## src/design/cld_pkg.sv

```systemverilog
`default_nettype none

package cld_pkg;

    typedef enum logic [1:0] {
        PH_HEADER  = 2'd0,
        PH_PAYLOAD = 2'd1,
        PH_ERROR   = 2'd2
    } phase_t;

    typedef enum logic [1:0] {
        VS_LEAD   = 2'd0,
        VS_DIGITS = 2'd1,
        VS_TRAIL  = 2'd2,
        VS_BAD    = 2'd3
    } vstage_t;

    typedef enum logic [2:0] {
        KIND_PAYLOAD     = 3'd0,
        KIND_EMPTY_MSG   = 3'd1,
        KIND_NO_LENGTH   = 3'd2,
        KIND_EMPTY_VALUE = 3'd3,
        KIND_NON_DIGIT   = 3'd4,
        KIND_TOO_LONG    = 3'd5,
        KIND_TRUNCATED   = 3'd6
    } kind_t;

    typedef struct packed {
        logic [7:0] data_byte;
        logic       end_of_stream;
    } item_t;

    typedef struct packed {
        kind_t      kind;
        logic [7:0] payload_byte;
        logic       last_byte;
    } res_t;

    localparam int         CFG_BITS    = 24;
    localparam logic [CFG_BITS-1:0] MAX_LENGTH_RST = 24'hFFFFFF;

    localparam logic [3:0] PREFIX_LEN  = 4'd15;

    localparam logic [7:0] CHAR_TAB    = 8'h09;
    localparam logic [7:0] CHAR_LF     = 8'h0A;
    localparam logic [7:0] CHAR_CR     = 8'h0D;
    localparam logic [7:0] CHAR_SPACE  = 8'h20;
    localparam logic [7:0] CHAR_ZERO   = 8'h30;
    localparam logic [7:0] CHAR_NINE   = 8'h39;
    localparam logic [7:0] CHAR_CAP_A  = 8'h41;
    localparam logic [7:0] CHAR_CAP_Z  = 8'h5A;
    localparam logic [7:0] CASE_OFFSET = 8'h20;

    // lower-case header name, including the colon
    function automatic logic [7:0] prefix_char(input logic [3:0] idx);
        logic [7:0] ch;
        unique case (idx)
            4'd0:    ch = "c";
            4'd1:    ch = "o";
            4'd2:    ch = "n";
            4'd3:    ch = "t";
            4'd4:    ch = "e";
            4'd5:    ch = "n";
            4'd6:    ch = "t";
            4'd7:    ch = "-";
            4'd8:    ch = "l";
            4'd9:    ch = "e";
            4'd10:   ch = "n";
            4'd11:   ch = "g";
            4'd12:   ch = "t";
            4'd13:   ch = "h";
            4'd14:   ch = ":";
            default: ch = 8'h00;
        endcase
        return ch;
    endfunction

endpackage

`default_nettype wire

```

## src/design/cld_in_stage.sv

```systemverilog
`default_nettype none

module cld_in_stage (
    input  wire logic           clk,
    input  wire logic           rst_n,
    input  wire logic           in_valid,
    output logic                in_stall,
    input  wire logic [7:0]     data_byte,
    input  wire logic           end_of_stream,
    input  wire logic           take,
    output logic                item_valid,
    output cld_pkg::item_t      item
);

    logic           valid_reg;
    logic           valid_next;
    cld_pkg::item_t item_reg;

    // hold the byte while the parser cannot advance
    assign in_stall   = valid_reg && !take;
    assign valid_next = in_stall ? valid_reg : in_valid;

    always_ff @(posedge clk or negedge rst_n)
    begin
        if (!rst_n)
        begin
            valid_reg <= 1'b0;
        end
        else
        begin
            valid_reg <= valid_next;
        end
    end

    always_ff @(posedge clk)
    begin
        if (!in_stall && in_valid)
        begin
            item_reg.data_byte     <= data_byte;
            item_reg.end_of_stream <= end_of_stream;
        end
    end

    assign item_valid = valid_reg;
    assign item       = item_reg;

endmodule

`default_nettype wire

```

## src/design/cld_parser.sv

```systemverilog
`default_nettype none

module cld_parser #(
    parameter int LENGTH_BITS = 24
) (
    input  wire logic                          clk,
    input  wire logic                          rst_n,
    input  wire logic                          cfg_we,
    input  wire logic [cld_pkg::CFG_BITS-1:0]  cfg_data,
    input  wire logic                          step,
    input  wire cld_pkg::item_t                item,
    output logic                               res_valid,
    output cld_pkg::res_t                      res
);

    localparam int CMP_W = (LENGTH_BITS > cld_pkg::CFG_BITS) ? LENGTH_BITS : cld_pkg::CFG_BITS;
    localparam int NV_W  = LENGTH_BITS + 4;

    logic [cld_pkg::CFG_BITS-1:0] max_length_reg;

    cld_pkg::phase_t         phase_reg,     phase_next;
    logic [3:0]              match_pos_reg, match_pos_next;
    logic                    matching_reg,  matching_next;
    cld_pkg::vstage_t        vstage_reg,    vstage_next;
    logic [LENGTH_BITS-1:0]  acc_reg,       acc_next;
    logic                    ovf_reg,       ovf_next;
    logic [1:0]              line_cnt_reg,  line_cnt_next;
    logic                    last_cr_reg,   last_cr_next;
    logic                    seen_reg,      seen_next;
    logic [LENGTH_BITS-1:0]  msg_len_reg,   msg_len_next;
    logic [LENGTH_BITS-1:0]  remain_reg,    remain_next;
    logic                    started_reg,   started_next;

    logic [7:0]       c;
    logic             eos;
    logic             is_ws;
    logic             is_digit;
    logic [7:0]       c_lower;
    logic [3:0]       digit;
    logic [NV_W-1:0]  nv;
    logic             nv_over;
    logic             line_empty;
    logic             line_is_len;
    logic             too_long;
    logic             line_err_valid;
    cld_pkg::kind_t   line_err_kind;
    logic             line_ok_len;
    logic             eff_seen;
    logic [LENGTH_BITS-1:0] eff_len;

    assign c   = item.data_byte;
    assign eos = item.end_of_stream;

    assign is_ws    = (c == cld_pkg::CHAR_SPACE) ||
                      (c >= cld_pkg::CHAR_TAB && c <= cld_pkg::CHAR_CR);
    assign is_digit = (c >= cld_pkg::CHAR_ZERO) && (c <= cld_pkg::CHAR_NINE);
    assign c_lower  = (c >= cld_pkg::CHAR_CAP_A && c <= cld_pkg::CHAR_CAP_Z) ?
                      (c + cld_pkg::CASE_OFFSET) : c;
    assign digit    = 4'(c - cld_pkg::CHAR_ZERO);

    // acc * 10 + digit, saturating at the accumulator width
    assign nv      = {1'b0, acc_reg, 3'b000} + {3'b000, acc_reg, 1'b0} + NV_W'(digit);
    assign nv_over = |nv[NV_W-1:LENGTH_BITS];

    // end-of-line checks
    assign line_empty  = (line_cnt_reg == 2'd0) || (line_cnt_reg == 2'd1 && last_cr_reg);
    assign line_is_len = matching_reg && (match_pos_reg == cld_pkg::PREFIX_LEN);
    assign too_long    = ovf_reg || (CMP_W'(acc_reg) > CMP_W'(max_length_reg));

    always_comb
    begin
        line_err_valid = 1'b0;
        line_err_kind  = cld_pkg::KIND_EMPTY_VALUE;
        if (!line_empty && line_is_len)
        begin
            priority if (vstage_reg == cld_pkg::VS_LEAD)
            begin
                line_err_valid = 1'b1;
                line_err_kind  = cld_pkg::KIND_EMPTY_VALUE;
            end
            else if (vstage_reg == cld_pkg::VS_BAD)
            begin
                line_err_valid = 1'b1;
                line_err_kind  = cld_pkg::KIND_NON_DIGIT;
            end
            else if (too_long)
            begin
                line_err_valid = 1'b1;
                line_err_kind  = cld_pkg::KIND_TOO_LONG;
            end
            else
            begin
                line_err_valid = 1'b0;
            end
        end
    end

    assign line_ok_len = !line_empty && line_is_len && !line_err_valid;
    assign eff_seen    = seen_reg || line_ok_len;
    assign eff_len     = line_ok_len ? acc_reg : msg_len_reg;

    // next state
    always_comb
    begin
        phase_next     = phase_reg;
        match_pos_next = match_pos_reg;
        matching_next  = matching_reg;
        vstage_next    = vstage_reg;
        acc_next       = acc_reg;
        ovf_next       = ovf_reg;
        line_cnt_next  = line_cnt_reg;
        last_cr_next   = last_cr_reg;
        seen_next      = seen_reg;
        msg_len_next   = msg_len_reg;
        remain_next    = remain_reg;
        started_next   = started_reg;

        if (step)
        begin
            if (eos)
            begin
                phase_next     = cld_pkg::PH_HEADER;
                match_pos_next = 4'd0;
                matching_next  = 1'b1;
                vstage_next    = cld_pkg::VS_LEAD;
                acc_next       = '0;
                ovf_next       = 1'b0;
                line_cnt_next  = 2'd0;
                last_cr_next   = 1'b0;
                seen_next      = 1'b0;
                msg_len_next   = '0;
                remain_next    = '0;
                started_next   = 1'b0;
            end
            else
            begin
                unique case (phase_reg)
                    cld_pkg::PH_PAYLOAD:
                    begin
                        if (remain_reg <= LENGTH_BITS'(1))
                        begin
                            phase_next   = cld_pkg::PH_HEADER;
                            seen_next    = 1'b0;
                            msg_len_next = '0;
                            remain_next  = '0;
                            started_next = 1'b0;
                        end
                        else
                        begin
                            remain_next = remain_reg - LENGTH_BITS'(1);
                        end
                    end
                    cld_pkg::PH_HEADER:
                    begin
                        started_next = 1'b1;
                        if (c != cld_pkg::CHAR_LF)
                        begin
                            if (line_cnt_reg != 2'd3)
                            begin
                                line_cnt_next = line_cnt_reg + 2'd1;
                            end
                            last_cr_next = (c == cld_pkg::CHAR_CR);
                            if (matching_reg)
                            begin
                                if (match_pos_reg != cld_pkg::PREFIX_LEN)
                                begin
                                    if (c_lower != cld_pkg::prefix_char(match_pos_reg))
                                    begin
                                        matching_next = 1'b0;
                                    end
                                    else
                                    begin
                                        match_pos_next = match_pos_reg + 4'd1;
                                    end
                                end
                                else if (is_ws)
                                begin
                                    if (vstage_reg == cld_pkg::VS_DIGITS)
                                    begin
                                        vstage_next = cld_pkg::VS_TRAIL;
                                    end
                                end
                                else if (is_digit && (vstage_reg == cld_pkg::VS_LEAD ||
                                                      vstage_reg == cld_pkg::VS_DIGITS))
                                begin
                                    vstage_next = cld_pkg::VS_DIGITS;
                                    if (nv_over)
                                    begin
                                        ovf_next = 1'b1;
                                        acc_next = '1;
                                    end
                                    else
                                    begin
                                        acc_next = nv[LENGTH_BITS-1:0];
                                    end
                                end
                                else
                                begin
                                    vstage_next = cld_pkg::VS_BAD;
                                end
                            end
                        end
                        else
                        begin
                            match_pos_next = 4'd0;
                            matching_next  = 1'b1;
                            vstage_next    = cld_pkg::VS_LEAD;
                            acc_next       = '0;
                            ovf_next       = 1'b0;
                            line_cnt_next  = 2'd0;
                            last_cr_next   = 1'b0;
                            priority if (line_err_valid)
                            begin
                                phase_next = cld_pkg::PH_ERROR;
                            end
                            else if (!line_empty)
                            begin
                                if (line_ok_len)
                                begin
                                    seen_next    = 1'b1;
                                    msg_len_next = acc_reg;
                                end
                            end
                            else if (!seen_reg)
                            begin
                                phase_next = cld_pkg::PH_ERROR;
                            end
                            else if (msg_len_reg == '0)
                            begin
                                seen_next    = 1'b0;
                                msg_len_next = '0;
                                remain_next  = '0;
                                started_next = 1'b0;
                            end
                            else
                            begin
                                phase_next  = cld_pkg::PH_PAYLOAD;
                                remain_next = msg_len_reg;
                            end
                        end
                    end
                    default:
                    begin
                        // error phase: bytes dropped
                    end
                endcase
            end
        end
    end

    // result
    always_comb
    begin
        res_valid        = 1'b0;
        res.kind         = cld_pkg::KIND_PAYLOAD;
        res.payload_byte = 8'h00;
        res.last_byte    = 1'b0;

        if (step)
        begin
            if (eos)
            begin
                priority if (phase_reg == cld_pkg::PH_PAYLOAD)
                begin
                    res_valid = 1'b1;
                    res.kind  = cld_pkg::KIND_TRUNCATED;
                end
                else if (phase_reg == cld_pkg::PH_HEADER && started_reg)
                begin
                    res_valid = 1'b1;
                    priority if (line_err_valid)
                        res.kind = line_err_kind;
                    else if (!eff_seen)
                        res.kind = cld_pkg::KIND_NO_LENGTH;
                    else if (eff_len == '0)
                        res.kind = cld_pkg::KIND_EMPTY_MSG;
                    else
                        res.kind = cld_pkg::KIND_TRUNCATED;
                end
                else
                begin
                    res_valid = 1'b0;
                end
            end
            else if (phase_reg == cld_pkg::PH_PAYLOAD)
            begin
                res_valid        = 1'b1;
                res.kind         = cld_pkg::KIND_PAYLOAD;
                res.payload_byte = c;
                res.last_byte    = (remain_reg <= LENGTH_BITS'(1));
            end
            else if (phase_reg == cld_pkg::PH_HEADER && c == cld_pkg::CHAR_LF)
            begin
                priority if (line_err_valid)
                begin
                    res_valid = 1'b1;
                    res.kind  = line_err_kind;
                end
                else if (line_empty && !seen_reg)
                begin
                    res_valid = 1'b1;
                    res.kind  = cld_pkg::KIND_NO_LENGTH;
                end
                else if (line_empty && msg_len_reg == '0)
                begin
                    res_valid = 1'b1;
                    res.kind  = cld_pkg::KIND_EMPTY_MSG;
                end
                else
                begin
                    res_valid = 1'b0;
                end
            end
        end
    end

    always_ff @(posedge clk or negedge rst_n)
    begin
        if (!rst_n)
        begin
            max_length_reg <= cld_pkg::MAX_LENGTH_RST;
            phase_reg      <= cld_pkg::PH_HEADER;
            match_pos_reg  <= 4'd0;
            matching_reg   <= 1'b1;
            vstage_reg     <= cld_pkg::VS_LEAD;
            acc_reg        <= '0;
            ovf_reg        <= 1'b0;
            line_cnt_reg   <= 2'd0;
            last_cr_reg    <= 1'b0;
            seen_reg       <= 1'b0;
            msg_len_reg    <= '0;
            remain_reg     <= '0;
            started_reg    <= 1'b0;
        end
        else
        begin
            if (cfg_we)
            begin
                max_length_reg <= cfg_data;
            end
            phase_reg     <= phase_next;
            match_pos_reg <= match_pos_next;
            matching_reg  <= matching_next;
            vstage_reg    <= vstage_next;
            acc_reg       <= acc_next;
            ovf_reg       <= ovf_next;
            line_cnt_reg  <= line_cnt_next;
            last_cr_reg   <= last_cr_next;
            seen_reg      <= seen_next;
            msg_len_reg   <= msg_len_next;
            remain_reg    <= remain_next;
            started_reg   <= started_next;
        end
    end

endmodule

`default_nettype wire

```

## src/design/cld_out_stage.sv

```systemverilog
`default_nettype none

module cld_out_stage (
    input  wire logic           clk,
    input  wire logic           rst_n,
    input  wire logic           res_valid,
    input  wire cld_pkg::res_t  res,
    output logic                out_free,
    output logic                out_valid,
    input  wire logic           out_stall,
    output logic [2:0]          kind,
    output logic [7:0]          payload_byte,
    output logic                last_byte
);

    logic          valid_reg;
    logic          valid_next;
    cld_pkg::res_t res_reg;

    // register can take a new result when empty or being drained this cycle
    assign out_free   = !valid_reg || !out_stall;
    assign valid_next = out_free ? res_valid : valid_reg;

    always_ff @(posedge clk or negedge rst_n)
    begin
        if (!rst_n)
        begin
            valid_reg <= 1'b0;
        end
        else
        begin
            valid_reg <= valid_next;
        end
    end

    always_ff @(posedge clk)
    begin
        if (out_free && res_valid)
        begin
            res_reg <= res;
        end
    end

    assign out_valid    = valid_reg;
    assign kind         = res_reg.kind;
    assign payload_byte = res_reg.payload_byte;
    assign last_byte    = res_reg.last_byte;

endmodule

`default_nettype wire

```

## src/design/content_length_deframer_core.sv

```systemverilog
// Content-Length deframer: takes one stream byte per clock while not stalled
// and, after the header block (lines ended by LF, "Content-Length:" matched
// without regard to case), forwards exactly that many payload bytes with
// last_byte on the final one; errors are reported as a single result with a
// nonzero kind and the rest of the stream is dropped until end_of_stream.
// Sustained rate is one byte per clock with no bubbles while out_stall is
// low. The input register holds a byte while the parser step works on it;
// its result lands in the output register at the next clock edge and leaves
// once out_stall is low. While out_stall holds a waiting result back, a byte
// already in the input register stalls the input; an empty input register
// still takes one more transfer. The user must write max_length through the
// always-ready cfg port only while idle; the block does not enforce this.
`default_nettype none

module content_length_deframer_core #(
    parameter int LENGTH_BITS = 24
) (
    input  wire logic        clk,
    input  wire logic        rst_n,
    input  wire logic        cfg_valid,
    output logic             cfg_ready,
    input  wire logic [23:0] max_length,
    input  wire logic        in_valid,
    output logic             in_stall,
    input  wire logic [7:0]  data_byte,
    input  wire logic        end_of_stream,
    output logic             out_valid,
    input  wire logic        out_stall,
    output logic [2:0]       kind,
    output logic [7:0]       payload_byte,
    output logic             last_byte
);

    logic           item_valid;
    cld_pkg::item_t item;
    logic           out_free;
    logic           step;
    logic           res_valid;
    cld_pkg::res_t  res;

    assign cfg_ready = 1'b1;
    assign step      = item_valid && out_free;

    cld_in_stage u_in_stage (
        .clk           (clk),
        .rst_n         (rst_n),
        .in_valid      (in_valid),
        .in_stall      (in_stall),
        .data_byte     (data_byte),
        .end_of_stream (end_of_stream),
        .take          (out_free),
        .item_valid    (item_valid),
        .item          (item)
    );

    cld_parser #(
        .LENGTH_BITS (LENGTH_BITS)
    ) u_parser (
        .clk       (clk),
        .rst_n     (rst_n),
        .cfg_we    (cfg_valid && cfg_ready),
        .cfg_data  (max_length),
        .step      (step),
        .item      (item),
        .res_valid (res_valid),
        .res       (res)
    );

    cld_out_stage u_out_stage (
        .clk          (clk),
        .rst_n        (rst_n),
        .res_valid    (res_valid),
        .res          (res),
        .out_free     (out_free),
        .out_valid    (out_valid),
        .out_stall    (out_stall),
        .kind         (kind),
        .payload_byte (payload_byte),
        .last_byte    (last_byte)
    );

endmodule

`default_nettype wire

```

## config.mk

```make
export PLATFORM = sky130hd
export DESIGN_NAME = content_length_deframer_core
export DESIGN_NICKNAME = d
export VERILOG_FILES = /design/src/design/cld_pkg.sv /design/src/design/cld_in_stage.sv /design/src/design/cld_parser.sv /design/src/design/cld_out_stage.sv /design/src/design/content_length_deframer_core.sv
export SDC_FILE = /design/constraint.sdc
export NUM_CORES = 1
export LEC_CHECK = 0
export ABC_CLOCK_PERIOD_IN_PS = 3200
export BUFFER_PORTS_ARGS = -buffer_cell sky130_fd_sc_hd__buf_2
export CAP_MARGIN = 25
export CORE_MARGIN = 1
export CORE_UTILIZATION = 56
export DETAILED_ROUTE_END_ITERATION = 12
export PLACE_DENSITY = 0.83
export SLEW_MARGIN = 20
export SYNTH_ARGS = -nofsm -noshare
export SYNTH_HDL_FRONTEND = slang
export SYNTH_HIERARCHICAL = 1
export SYNTH_SLANG_ARGS = --single-unit
```

## constraint.sdc

```tcl
create_clock -name clk -period 3.2 [get_ports clk]
set_input_delay 0.32 -clock clk [delete_from_list [all_inputs] [get_ports clk]]
set_output_delay 0.32 -clock clk [all_outputs]
set_load 0.005 [all_outputs]
```

==> results of run 1 <==
## worst min path at each step
stage | start | slack (ns) | end
detailed placement | rst_n | 0.37 | u_parser/remain_reg[16]
global placement | rst_n | 0.36 | u_parser/remain_reg[15]
finish | data_byte[5] | 0.08 | u_in_stage/item[6]
floorplan | rst_n | 0.02 | u_in_stage/item_valid
global route | data_byte[5] | 0.06 | u_in_stage/item[6]
CTS | data_byte[7] | 0.07 | u_in_stage/item[8]
## cell usage after synthesis (3+ instances only)
cell type,number,area [um2]
nand4_1,17,106.4
a22o_1,33,289.0
nor3b_1,4,30.03
nor2b_1,3,18.77
a22oi_1,10,75.07
a21oi_1,80,400.4
a32oi_1,6,52.55
or3_1,4,25.02
a221o_1,4,40.04
xor2_1,16,140.1
a211oi_1,13,97.59
and3_1,8,50.05
buf_6,3,33.78
nor2_1,54,202.7
a31oi_1,17,106.4
buf_2,12,60.06
dfstp_2,25,656.9
clkbuf_1,33,123.9
a21o_1,17,127.6
nand3_1,25,125.1
nand2_1,83,311.6
mux2_2,3,33.78
a41oi_1,4,35.03
o21ai_1,5,25.02
dfrtp_1,88,2202
o21a_1,7,52.55
o31ai_2,3,37.54
xnor2_1,12,105.1
mux2i_1,6,60.06
o21ai_0,96,480.5
nor4_1,20,125.1
ha_1,83,1039
inv_1,46,172.7
edfxtp_1,21,630.6
nor3_1,24,120.1
o211ai_1,10,75.07
o31ai_1,5,37.54
o2111ai_1,6,52.55
nand2b_1,11,68.82
and2_1,11,68.82
## area by class of cell
cell class / instances / share of cell area [%]
multi-input cells: 747 / 49.24
inverters: 46 / 1.634
repair buffers: 122 / 7.731
clock inverters: 12 / 1.385
flip-flops and latches: 134 / 33.03
well taps: 216 / 2.557
clock buffers: 20 / 4.428
## critical path: cells and delay by family, from the launching register on
family / cells / cell delay (ns)
compound gates: 6 / 1.37
fa+ha+maj: 2 / 0.92
buf+inv: 1 / 0.16
flops: 1 / 0.42
mux: 1 / 0.22
simple gates: 1 / 0.11
## per-stage QoR
step                      cell area [um2]  total power [mW]  instances  hold slack [ns]  util (%)
final                               10570             6.738       1297          0.07750     66.77
after CTS                           10520             6.711       1297          0.06787     66.47
after global placement               9802             4.575       1260           0.3629     61.93
after floorplan                      9042             3.980        981          0.02441         -
after detailed placement             9813             4.661       1261           0.3690     62.00
after global routing                10570             7.145       1297          0.06172     66.77
## power breakdown
group / switching (mW) / internal (mW)
clock: 0.726 / 1.29
sequential: 0.252 / 2.02
combinational: 1.54 / 0.917
total: 2.51 / 4.22
## per-layer routing
| metal | part of all wire, % | vias to the layer above | wire [um] |
|---|---|---|---|
| met4 | 3.1 | 0 | 731 |
| met5 | 0 | - | 0 |
| li1 | - | 3828 | - |
| met2 | 48 | 293 | 11380 |
| met3 | 5.5 | 65 | 1311 |
| met1 | 43 | 3929 | 10280 |
## cell families after synthesis
family,synth area share (%)
multiplexers,1.040
XOR/XNOR,2.718
AND/OR/NAND/NOR,16.08
other,0.04156
adder cells (fa/ha/maj),12.06
flip-flops,38.67
AO/OA/AOI/OAI,24.36
buffers and inverters,5.019
## what timing repair did
item                                    in CTS  in global routing
endpoints found under the setup margin      25                 58
hold buffers                                 1                  0
gates cloned                                 1                  0
pin swaps                                    4                 10
gates resized for setup                     14                  8
buffers inserted                             2                  0
endpoints found under the hold margin       39                  0
==> out/metrics.yaml, run 1 <==
period_share_pct: 103.9
crit_fanout: 7
multi_input_area_mm2: 0.005204
slowest_delay_ns: 0.53
vias: 8115
worstPathArrival_ns: 3.61
setup.worst_path.class: "flop to flop"
maxCapViolations: 0
r2r_setup_slack_ns: -0.12
p_leak_nw: 4.957
required_ns: 3.49
grt_max_degree: 48
async_reset_ff_share_pct: 84.33
setup_viol: 23
synth_fp_nets: 1104
met1_usage_pct: 38.85
startpoint_type: "flop"
hold_path_depth: 1
coreArea_mm2: 0.01583
final-hold-violation-count: 0
slew-limit-headroom_pct: 37.36
clkLatencyLatePin_ns: 0.42
yosys.cell_types.count: 82
post-dp-hpwl_um: 17090
synth_ff_type: "dfrtp_1"
min_path_type: "primary input to flop"
cts_buffer_depth: 2
reg2reg_from: "u_parser/acc_reg[2]"
wirelength_um: 23700
cts_tree: "done"
grt_pass1_vias: 8059
reg2reg_to: "u_parser/acc_reg[15]"
tns_ns: -1.272
diodes: 0
post_drt_wl_per_cell_um: 18.28
ir_drop_v: 0.0005126
rows: 46
viasPerCell: 6.257
drtAntennaViolNets: 0
drive_above_1_share_pct: 20.26
powerDensity_mw_per_mm2: 637.5
io_buffers: 51
dr.pass1.iters: 5
drc: 0
gp_congestion: 0.9223
drv_slew: 0
final_cell_mix: "o21ai_0, dfrtp_1, nand2_1"
path_clk_slew_ns: 0.06
cts_sinks: 134
use_met3_pct: 6.362
mostFrequentLayoutCell: "o21ai_0"
ys_seq_area_share_pct: 38.67
antenna_found_initial: 0
grt_pass1_wl_um: 39340
start_util_pct: 57.01
die-area_mm2: 0.01663
startpoint: "u_parser/acc_reg[2]"
met2_usage_pct: 49.28
die_h_um: 128.9
synth_cells: 981
grt.total_usage_pct: 30.26
die_w_um: 128.9
htree_levels: 4
pin_count: 53
grt-busiest-layer: "met2"
worstPathCellList: "fa_1, fa_2, a211oi_4, o21ai_2, a21oi_2, a21oi_2, a2111o_1, mux2i_4, buf_6, nand4_1, a22o_1"
drt_iter0_drc: 826
timing.fmax_mhz: 300.9
grt-ovfl-total: 0
violations: "setup timing"
synth-edff-count: 21
yosysWarnings: 6
end_kind: "flop"
setup_slack_ns: -0.1235
rsz0062_at_grt: "yes"
cts-root-buf: "clkbuf_16"
seq_area_mm2: 0.003491
fillers: 1186
nNetsFinal: 1191
syn_avg_cell_area_um2: 9.198
syn_to_final_growth_pct: 17.12
cts_buffers: 17
worst_pin_slew_ns: 0.9362
finClkSkew_ns: 0.006575
crit_top_cell: "a21oi_2"
synth.ff_latch_count: 134
syn-cell-area_mm2: 0.009024
r2r_cells: 11
pre_cts_slack_ns: -0.1094
critPathSlowestCell: "fa_1"
fin_crit_ns: 3.324
status: "complete, but fails checks"
critical_path.endpoint: "u_parser/acc_reg[15]"
Power figures use the tool's default switching activity.
==> inputs of run 2 (changes only) <==
ABC_AREA = 1   (was not set)
CORE_UTILIZATION = 57   (was 56)
PLACE_DENSITY = 0.84   (was 0.83)
SKIP_LAST_GASP = 1   (was not set)
==> out/metrics.yaml, run 2 <==
status: "complete, but fails checks"
violations: "setup timing"
crit_fanout: 6
fin_crit_ns: 3.232
cts_sinks: 134
fin_hold_ws_ns: 0.06393
syn_avg_cell_area_um2: 7.779
setup_slack_ns: -0.03180
io_buffers: 51
wirelength_um: 26430
worst_pin_slew_ns: 0.7525
slew-limit-headroom_pct: 49.83
post_drt_wl_per_cell_um: 17.04
cts_buffer_depth: 2
drc: 0
synth.ff_latch_count: 134
cts_buffers: 17
yosysTopAreaCellShare_pct: 22.88
antenna_found_initial: 0
gp_congestion: 0.9391
final-hold-violation-count: 0
drt_iter0_drc: 1174
htree_levels: 4
p_leak_nw: 5.716
synth_ff_type: "dfrtp_1"
synth_cells: 1237
mostFrequentLayoutCell: "nand2_1"
cts-root-buf: "clkbuf_16"
viasPerCell: 5.959
cts_tree: "done"
pin_count: 53
worstPathArrival_ns: 3.54
dr.pass1.iters: 5
nNetsFinal: 1441
startpoint_type: "flop"
synth_top_cells_by_area: "dfrtp_1, nand2_1, ha_1, dfstp_2, edfxtp_1"
min_path_type: "primary input to flop"
final_cells: 1551
grt-ovfl-total: 0
place_area_mm2: 0.01020
rows: 47
drv_slew: 0
synth-edff-count: 21
drtAntennaViolNets: 0
end_kind: "flop"
place_inst: 1499
powerDensity_mw_per_mm2: 697.8
die_w_um: 131.9
path_clk_slew_ns: 0.06
setup.worst_path.class: "flop to flop"
ys_seq_area_share_pct: 36.26
fin_area_mm2: 0.01149
die_h_um: 131.9
finClkSkew_ns: 0.01027
rsz0062_at_grt: "yes"
start_util_pct: 58.23
post-dp-hpwl_um: 17210
synth_fp_nets: 1360
grt.total_usage_pct: 28.28
die-area_mm2: 0.01741
period_share_pct: 101.0
yosysMostFrequentCell: "nand2_1"
setup_viol: 13
async_reset_ff_share_pct: 84.33
coreArea_mm2: 0.01652
grt_pass1_wl_um: 39850
yosysWarnings: 6
clkLatencyLatePin_ns: 0.43
synth_area_leader_cell: "dfrtp_1"
maxCapViolations: 0
fillers: 1191
timing.fmax_mhz: 309.4
required_ns: 3.50
grt_max_degree: 56
syn-cell-area_mm2: 0.009623
tns_ns: -0.1605
synthTopCellsByCount: "nand2_1, inv_1, nor2_1"
yosys.cell_types.count: 54
grt_pass1_vias: 8484
drive_above_1_share_pct: 21.35
vias: 9242
ir_drop_v: 0.0004390
syn_to_final_growth_pct: 19.39
final_cell_mix: "nand2_1, inv_1, nor2_1"
[run 2: worst max-delay path: stages, from the launching register on]
cell and delay [ns]:
dfrtp_1 0.42, fa_2 0.64, ha_4 0.22, nand3_4 0.08
a21oi_2 0.07, nor2_2 0.19, o21ai_2 0.12, a21boi_2 0.20
o21bai_2 0.11, a21boi_2 0.20, o21bai_2 0.13, a21oi_4 0.33
buf_6 0.18, nand3_2 0.06, nand2_1 0.08, o21ai_1 0.07
[run 2: per-stage QoR]
stage / setup WS, ns / power, mW / utilization, %
after floorplan: 0.1501 / 4.822 / -
after global placement: 0.1102 / 5.502 / 61.72
after detailed placement: -0.02696 / 5.623 / 61.72
after CTS: 0.003736 / 7.635 / 65.40
after global routing: -0.1231 / 8.529 / 69.51
final: -0.03180 / 8.016 / 69.52
[run 2: path summary, 6_finish.rpt]
check	endpoint	start	cells after the start	slack, ns
setup reg to reg	u_parser/acc_reg[15]	u_parser/acc_reg[2]	15	-0.03
hold / removal	u_in_stage/item[4]	data_byte[3]	1	0.06
min in group asynchronous	u_parser/acc_reg[2]	rst_n	2	0.49
setup / recovery	u_parser/acc_reg[15]	u_parser/acc_reg[2]	15	-0.03
hold reg to reg	u_parser/msg_len_reg[15]	u_parser/msg_len_reg[15]	2	0.49
max in group asynchronous	u_parser/max_length_reg[15]	rst_n	3	1.88
[run 2: cell type report]
| class | count | area [um2] | area share, % |
|---|---|---|---|
| clock buffers | 23 | 498.0 | 4.335 |
| clock inverters | 8 | 96.34 | 0.8386 |
| repair buffers | 99 | 724.4 | 6.306 |
| inverters | 163 | 611.8 | 5.326 |
| well taps | 220 | 275.3 | 2.396 |
| diodes | 1 | 2.502 | 0.02178 |
| multi-input cells | 903 | 5787 | 50.37 |
| flip-flops and latches | 134 | 3493 | 30.41 |
[run 2: where the power goes]
part / switching (mW) / internal (mW) / total, mW / leakage (nW)
clock: 0.732 / 1.24 / 1.97 / 0.295
sequential: 0.412 / 2.11 / 2.52 / 1.65
combinational: 2.24 / 1.29 / 3.52 / 3.77
total: 3.38 / 4.64 / 8.02 / 5.72
[run 2: cells by family (layout without fill, tap and decap cells)]
kind of cell	after synthesis	count (layout)	share of synthesized area, %
other	1	2	0.03897
AO/OA/AOI/OAI	260	260	16.77
adder cells (fa/ha/maj)	85	85	11.21
AND/OR/NAND/NOR	514	515	23.25
XOR/XNOR	41	41	3.732
buffers and inverters	201	293	8.620
flip-flops	134	134	36.26
multiplexers	1	1	0.1170
[run 2: repair_timing]
| item | CTS | global route |
|---|---|---|
| hold buffers | 1 | 0 |
| hold endpoints to repair | 33 | 0 |
| gates resized for setup | 1 | 104 |
| buffers inserted | 0 | 15 |
| cloned | 0 | 4 |
| endpoints found under the setup margin | 20 | 40 |
| pin swaps | 1 | 46 |
[run 2: metal layers]
layer / vias up / GRT usage [%] / share of wire, %
met1: 4413 / 36.32 / 41
met4: 0 / 10.85 / 3.4
met2: 427 / 48.00 / 50
met3: 90 / 4.421 / 5.9
li1: 4312 / - / -
met5: - / 0 / 0
